<file path="src/hdl/chd_pkg.sv">
package chd_pkg;

   localparam int FIELD_W          = 16;
   localparam int SAMPLE_WIDTH     = 16;
   localparam int ANGLE_ITERATIONS = 16;
   localparam int STEP_TABLE_LEN   = 24;
   localparam int FRAC_BITS        = 16;
   localparam int HEADING_W        = 9;

   localparam int NUM_ITER   = (ANGLE_ITERATIONS < STEP_TABLE_LEN) ? ANGLE_ITERATIONS
                                                                    : STEP_TABLE_LEN;
   localparam int ITER_IDX_W = $clog2(STEP_TABLE_LEN);

   // x/y carry the sample scaled by 2^FRAC_BITS plus headroom for the fold and cordic gain
   localparam int XY_PAD = 3;
   localparam int XY_W   = SAMPLE_WIDTH + FRAC_BITS + XY_PAD;
   // angle in degrees with FRAC_BITS fraction bits, range about -100 .. 280
   localparam int Z_W    = 27;
   localparam int DEG_RAW_W = Z_W - 1 - FRAC_BITS;

   localparam int HALF_TURN_DEG = 180;
   localparam int FULL_TURN_DEG = 360;

   localparam logic signed [Z_W-1:0] HALF_TURN_Z = Z_W'(HALF_TURN_DEG) <<< FRAC_BITS;
   localparam logic signed [Z_W-1:0] FULL_TURN_Z = Z_W'(FULL_TURN_DEG) <<< FRAC_BITS;
   localparam logic signed [Z_W-1:0] ROUND_HALF  = Z_W'(1) <<< (FRAC_BITS - 1);

   // pipeline depth from accepted transaction to result strobe
   localparam int LATENCY = NUM_ITER + 2;

   typedef struct packed {
      logic                    zero;
      logic signed [XY_W-1:0]  x;
      logic signed [XY_W-1:0]  y;
      logic signed [Z_W-1:0]   z;
   } lane_data_type;

   typedef struct packed {
      logic          valid;
      lane_data_type data;
   } lane_type;

   // atan(2^-i) in degrees, scaled by 2^16, rounded to nearest
   function automatic logic signed [Z_W-1:0] step_angle(input logic [ITER_IDX_W-1:0] idx);
      logic signed [Z_W-1:0] a;
      case (idx)
         5'd0:    a = Z_W'(2949120);
         5'd1:    a = Z_W'(1740967);
         5'd2:    a = Z_W'(919879);
         5'd3:    a = Z_W'(466945);
         5'd4:    a = Z_W'(234379);
         5'd5:    a = Z_W'(117304);
         5'd6:    a = Z_W'(58666);
         5'd7:    a = Z_W'(29335);
         5'd8:    a = Z_W'(14668);
         5'd9:    a = Z_W'(7334);
         5'd10:   a = Z_W'(3667);
         5'd11:   a = Z_W'(1833);
         5'd12:   a = Z_W'(917);
         5'd13:   a = Z_W'(458);
         5'd14:   a = Z_W'(229);
         5'd15:   a = Z_W'(115);
         5'd16:   a = Z_W'(57);
         5'd17:   a = Z_W'(29);
         5'd18:   a = Z_W'(14);
         5'd19:   a = Z_W'(7);
         5'd20:   a = Z_W'(4);
         5'd21:   a = Z_W'(2);
         5'd22:   a = Z_W'(1);
         default: a = '0;
      endcase
      return a;
   endfunction

endpackage

</file>
<file path="src/hdl/chd_cordic_stage.sv">
module chd_cordic_stage (
   input  logic                                clock,
   input  logic                                reset,
   input  logic [chd_pkg::ITER_IDX_W-1:0]      step_index,
   input  chd_pkg::lane_type                   lane_in,
   output chd_pkg::lane_type                   lane_out
);

   logic                       valid_ff;
   chd_pkg::lane_data_type     data_ff;
   chd_pkg::lane_data_type     data_in;

   logic signed [chd_pkg::XY_W-1:0] xs;
   logic signed [chd_pkg::XY_W-1:0] ys;
   logic signed [chd_pkg::Z_W-1:0]  step;

   always_comb begin
      xs   = lane_in.data.x >>> step_index;
      ys   = lane_in.data.y >>> step_index;
      step = chd_pkg::step_angle(step_index);
      data_in.zero = lane_in.data.zero;
      // rotate toward the positive x axis
      if (!lane_in.data.y[chd_pkg::XY_W-1]) begin
         data_in.x = lane_in.data.x + ys;
         data_in.y = lane_in.data.y - xs;
         data_in.z = lane_in.data.z + step;
      end else begin
         data_in.x = lane_in.data.x - ys;
         data_in.y = lane_in.data.y + xs;
         data_in.z = lane_in.data.z - step;
      end
   end

   always_ff @(posedge clock) begin
      if (reset) begin
         valid_ff <= 1'b0;
      end else begin
         valid_ff <= lane_in.valid;
      end
   end

   always_ff @(posedge clock) begin
      data_ff <= data_in;
   end

   assign lane_out.valid = valid_ff;
   assign lane_out.data  = data_ff;

endmodule

</file>
<file path="config.mk">
export PLATFORM = sky130hd
export DESIGN_NAME = chd_cordic_stage
export DESIGN_NICKNAME = d
export VERILOG_FILES = /design/src/hdl/chd_pkg.sv /design/src/hdl/chd_cordic_stage.sv
export SDC_FILE = /design/constraint.sdc
export NUM_CORES = 1
export LEC_CHECK = 0
export ABC_AREA = 1
export BUFFER_PORTS_ARGS = -buffer_cell sky130_fd_sc_hd__buf_2
export CAP_MARGIN = 20
export CORE_ASPECT_RATIO = 1.4
export CORE_MARGIN = 2
export CORE_UTILIZATION = 40
export DETAILED_ROUTE_END_ITERATION = 10
export PLACE_DENSITY_LB_ADDON = 0.08
export SLEW_MARGIN = 20
export SYNTH_ARGS = -nofsm -noshare
export SYNTH_HDL_FRONTEND = slang
export SYNTH_SLANG_ARGS = --single-unit
</file>
<file path="constraint.sdc">
create_clock -name clock -period 9.3 [get_ports clock]
set_input_delay 0.465 -clock clock [delete_from_list [all_inputs] [get_ports clock]]
set_output_delay 0.465 -clock clock [all_outputs]
set_load 0.1 [all_outputs]
</file>
# Yosys cells after proc, flatten, opt, wreduce, memory -nomap -nowiden
# Memories as Yosys holds them, arrays and structs flattened.
# Index checks and enable logic that the tools add are counted.
[totals]
reg_bits = 99
rom_bits = 704
output_inout_bits = 99
n_memories = 1
[mem_list]
columns = ["name", "depth", "word_bits", "read_ports", "rd_ports_with_merged_regs", "wr", "line", "source"]
rows = [
  ["(no name shown)", 32, 22, 1, 0, 0, "chd_pkg.sv:46", "case (idx)"],
]
[classes]
add_sub_neg = 6
shift = 2
mux = 1
[op_table]
columns = ["op", "n"]
rows = [
  ["97-bit 2-to-1 mux", 1],
  ["35-bit adder", 2],
  ["35-bit by 5-bit >>> shifter with 35-bit output", 2],
  ["35-bit subtractor", 2],
  ["27-bit adder", 1],
  ["27-bit subtractor", 1],
]

# Longest topological paths before layout
[depth]
depth_word = 3
depth_mapped = 35
ltp_nobuf = 34

# Least setup slack after synthesis
# Ideal clock, no wire load.
[synth_path]
path_type = "input-to-reg"
startpoint = "in step_index[1] (netlist name)"
endpoint = "reg data_ff (netlist bit lane_out[25])"
arrival_ps = 3901
path_slack_ps = 5327
stages = 29
path_buffers = 2
path_cell_list = "buf_6 inv_4 buf_2 ha_1 nand2_1 inv_1 nor2_1 a21oi_1 inv_1 o21ai_1 ha_1 nand3_1 nor2_1 nand2_1 o21ai_1 xor2_1 inv_1 ha_1 nand2_1 nor2_1 inv_1 nor3_1 nand3_1 nand3_1 nand2_1 nand2_1 a21oi_1 o21bai_1 xor2_1"
[synth_rtl]
columns = ["item", "line", "source"]
rows = [
  ["start, declared", "chd_cordic_stage.sv:4", "input logic [chd_pkg::ITER_IDX_W-1:0] step_index,"],
  ["end signal, assigned", "chd_cordic_stage.sv:43", "data_ff <= data_in;"],
  ["end, declared", "chd_cordic_stage.sv:10", "chd_pkg::lane_data_type data_ff;"],
]

==> impl_metrics.py <==
metrics = {
    "status": {
        "status": "finished, final reports clean",
    },
    "clock_tree": {
        "tritoncts": "built",
        "cts.reportedPaths.clkPinSlew_ns": 0.09,
        "cts_root_buf": "clkbuf_16",
        "post_cts_buffers": 0,
        "htreeDepth": 3,
        "clock-sinks": 99,
        "numCtsBuffers": 9,
        "cts_resized": 0,
        "cts_buffer_depth": 2,
        "ctsHoldBuffers": 0,
    },
    "floorplanning": {
        "start_util_pct": 40.3,
        "die_area_mm2": 0.0375,
        "row_count": 82,
        "die_h_um": 228,
        "io_pins": 205,
        "die_w_um": 164,
        "core_mm2": 0.0356,
    },
    "sta": {
        "slew_headroom_pct": 37.4,
        "final-setup-viol-count": 0,
        "rsz0062_at_grt": "no",
        "max_freq_mhz": 163,
        "final.setup.tns_ns": 0,
        "period_share_pct": 65.9,
        "slew_viol_final": 0,
        "hold_viol_final": 0,
        "worst_slew_pin_slew_ns": 0.938,
        "fin_ws_ns": 3.17,
        "min_period_ns": 6.13,
    },
    "synthesis": {
        "syn_nets": 2715,
        "yosysWarnings": 0,
        "ys_seq_area_share_pct": 13.8,
        "synth_top_cell_area_share_pct": 20.6,
        "ys_async_sr_fraction_pct": 0,
        "synth-edff-count": 0,
        "ys_seq_elements": 99,
        "syn_inst": 2503,
        "synth_area_mm2": 0.0144,
        "synth_area_leaders": "nand2_1 21%, nand3_1 14%, dfxtp_1 14%",
        "synth_top_area_cell": "nand2_1",
        "ys.flop_type": "dfxtp_1",
        "ys_types": 54,
        "synth.avg_cell_area_um2": 5.74,
    },
    "place": {
        "pre_cts_ws_ns": 2.88,
        "place_area_mm2": 0.0155,
        "hpwl_um": 46500,
        "port_buffers": 204,
        "place.gp.congestion": 1.02,
    },
    "final_layout": {
        "num_antenna_cells": 0,
        "fillers": 4017,
        "syn_to_final_growth_pct": 10.5,
        "multiInputGateArea_mm2": 0.0109,
        "nets": 2854,
        "regArea_mm2": 0.00198,
        "layout-drive-gt1-share_pct": 11.4,
        "final_common_cell": "nand2_1",
        "post-route-util_pct": 44.6,
        "mostFrequentLayoutCells": "789 x nand2_1, 398 x nand3_1, 239 x inv_1, 204 x buf_2, 200 x nor2_1",
        "final_area_mm2": 0.0159,
    },
    "grt": {
        "grt_pass1_vias": 16200,
        "grt.total_usage_pct": 29.4,
        "overflow": 0,
        "grt_pass1_wl_um": 85500,
        "grt_max_degree": 77,
        "antenna_found_initial": 0,
    },
    "hold_path": {
        "min_path_cells": 1,
        "hold_path_class": "in2reg",
    },
    "critical_path": {
        "cp-start-kind": "input port",
        "arrival_ns": 6.45,
        "worstPathRequired_ns": 9.63,
        "worst_setup_path_end_kind": "flop",
        "path_max_fanout": 76,
        "path_class": "in2reg",
    },
    "routing": {
        "vias": 17000,
        "drc": 0,
        "drt_iter0_drc": 1174,
        "ant_nets": 0,
        "viasPerCell": 5.46,
        "dr.pass1.iters": 5,
        "wl_per_cell_um": 18.1,
        "wirelength_um": 56400,
    },
    "pwr": {
        "total_power_w": 0.00384,
        "p_leak_nw": 8.44,
        "p_per_area_mw_per_mm2": 242,
        "ir_worst_vdd_v": 0.000277,
    },
    "job": {
        "drv_cap": 0,
    },
}
## power breakdown
part | internal, W | switching, W
clock network | 0.000250 | 0.000208
logic | 0.000526 | 0.00221
registers | 0.000605 | 0.0000391
total | 0.00138 | 0.00246
## per-stage QoR
stage                     cells  hold WS (ns)
final                      3109         0.179
after global routing       3109         0.174
after CTS                  3109         0.164
after detailed placement   3093         0.574
after global placement     3093         0.572
after floorplan            2503         0.493
## path summary, 6_finish.rpt
check,from,end,slack (ns)
max,step_index[0],lane_out[53],3.17
min,lane_in[97],lane_out[97],0.18
## critical path, cell delays in order
cell and delay [ns]:
buf_2 0.08, buf_4 0.57, inv_2 0.42, buf_4 0.42, nand2_1 0.15, nand3_1 0.11
nand3_1 0.16, nand3_1 0.14, nand3_1 0.21, nand2_1 0.13, inv_1 0.10, ha_1 0.18
nand3_1 0.10, nor2_2 0.13, nand2_1 0.13, nor2_4 0.22, nand2_1 0.10, nand2_2 0.12
xor2_1 0.40, ha_1 0.36, nand2_1 0.11, inv_1 0.05, a21oi_1 0.26, inv_1 0.09
a21oi_1 0.46, o21ai_0 0.34, a21oi_1 0.27, xnor2_1 0.13
## synthesized netlist by cell type, types with 7 or more instances
master / n
a21boi_0: 7
a21oi_1: 137
a31oi_1: 27
buf_1: 11
buf_2: 31
buf_4: 11
buf_6: 14
clkbuf_1: 18
dfxtp_1: 99
ha_1: 103
inv_1: 240
inv_2: 11
nand2_1: 789
nand2_2: 16
nand3_1: 398
nand3_2: 11
nand4_1: 17
nor2_1: 201
nor2_2: 10
nor2_4: 8
nor3_1: 21
nor4_1: 12
o211ai_1: 10
o21ai_0: 92
o21ai_1: 11
xnor2_1: 36
xor2_1: 104
## sequential cells by signal, indices dropped and copies added (netlist names)
name,flops
lane_out,98
valid_ff,1
## routing by layer
layer / up-vias / GRT usage (%) / part of all wire (%)
met3: 145 / 2.35 / 4.5
li1: 8512 / - / -
met5: - / 0 / 0
met2: 559 / 52.4 / 50
met4: 0 / 17.6 / 6.4
met1: 7756 / 33.5 / 40
## cell type report
cell class                 instances  area share (%)
sequential                        99            12.5
clock buffer                      10            1.51
multi-input combinational       2067            68.9
timing repair buffer             213            6.86
tap                              462            3.64
inverter                         252            5.98
clock inverter                     6           0.631
## cells by family after synthesis
family	after synthesis	synth area share (%)
buf+inv	337	10.1
xor+xnor	141	8.71
simple gates	1498	45.3
fa+ha+maj	106	9.39
compound gates	322	12.7
flops	99	13.8
Note: power is estimated with default switching activity, not from simulation.
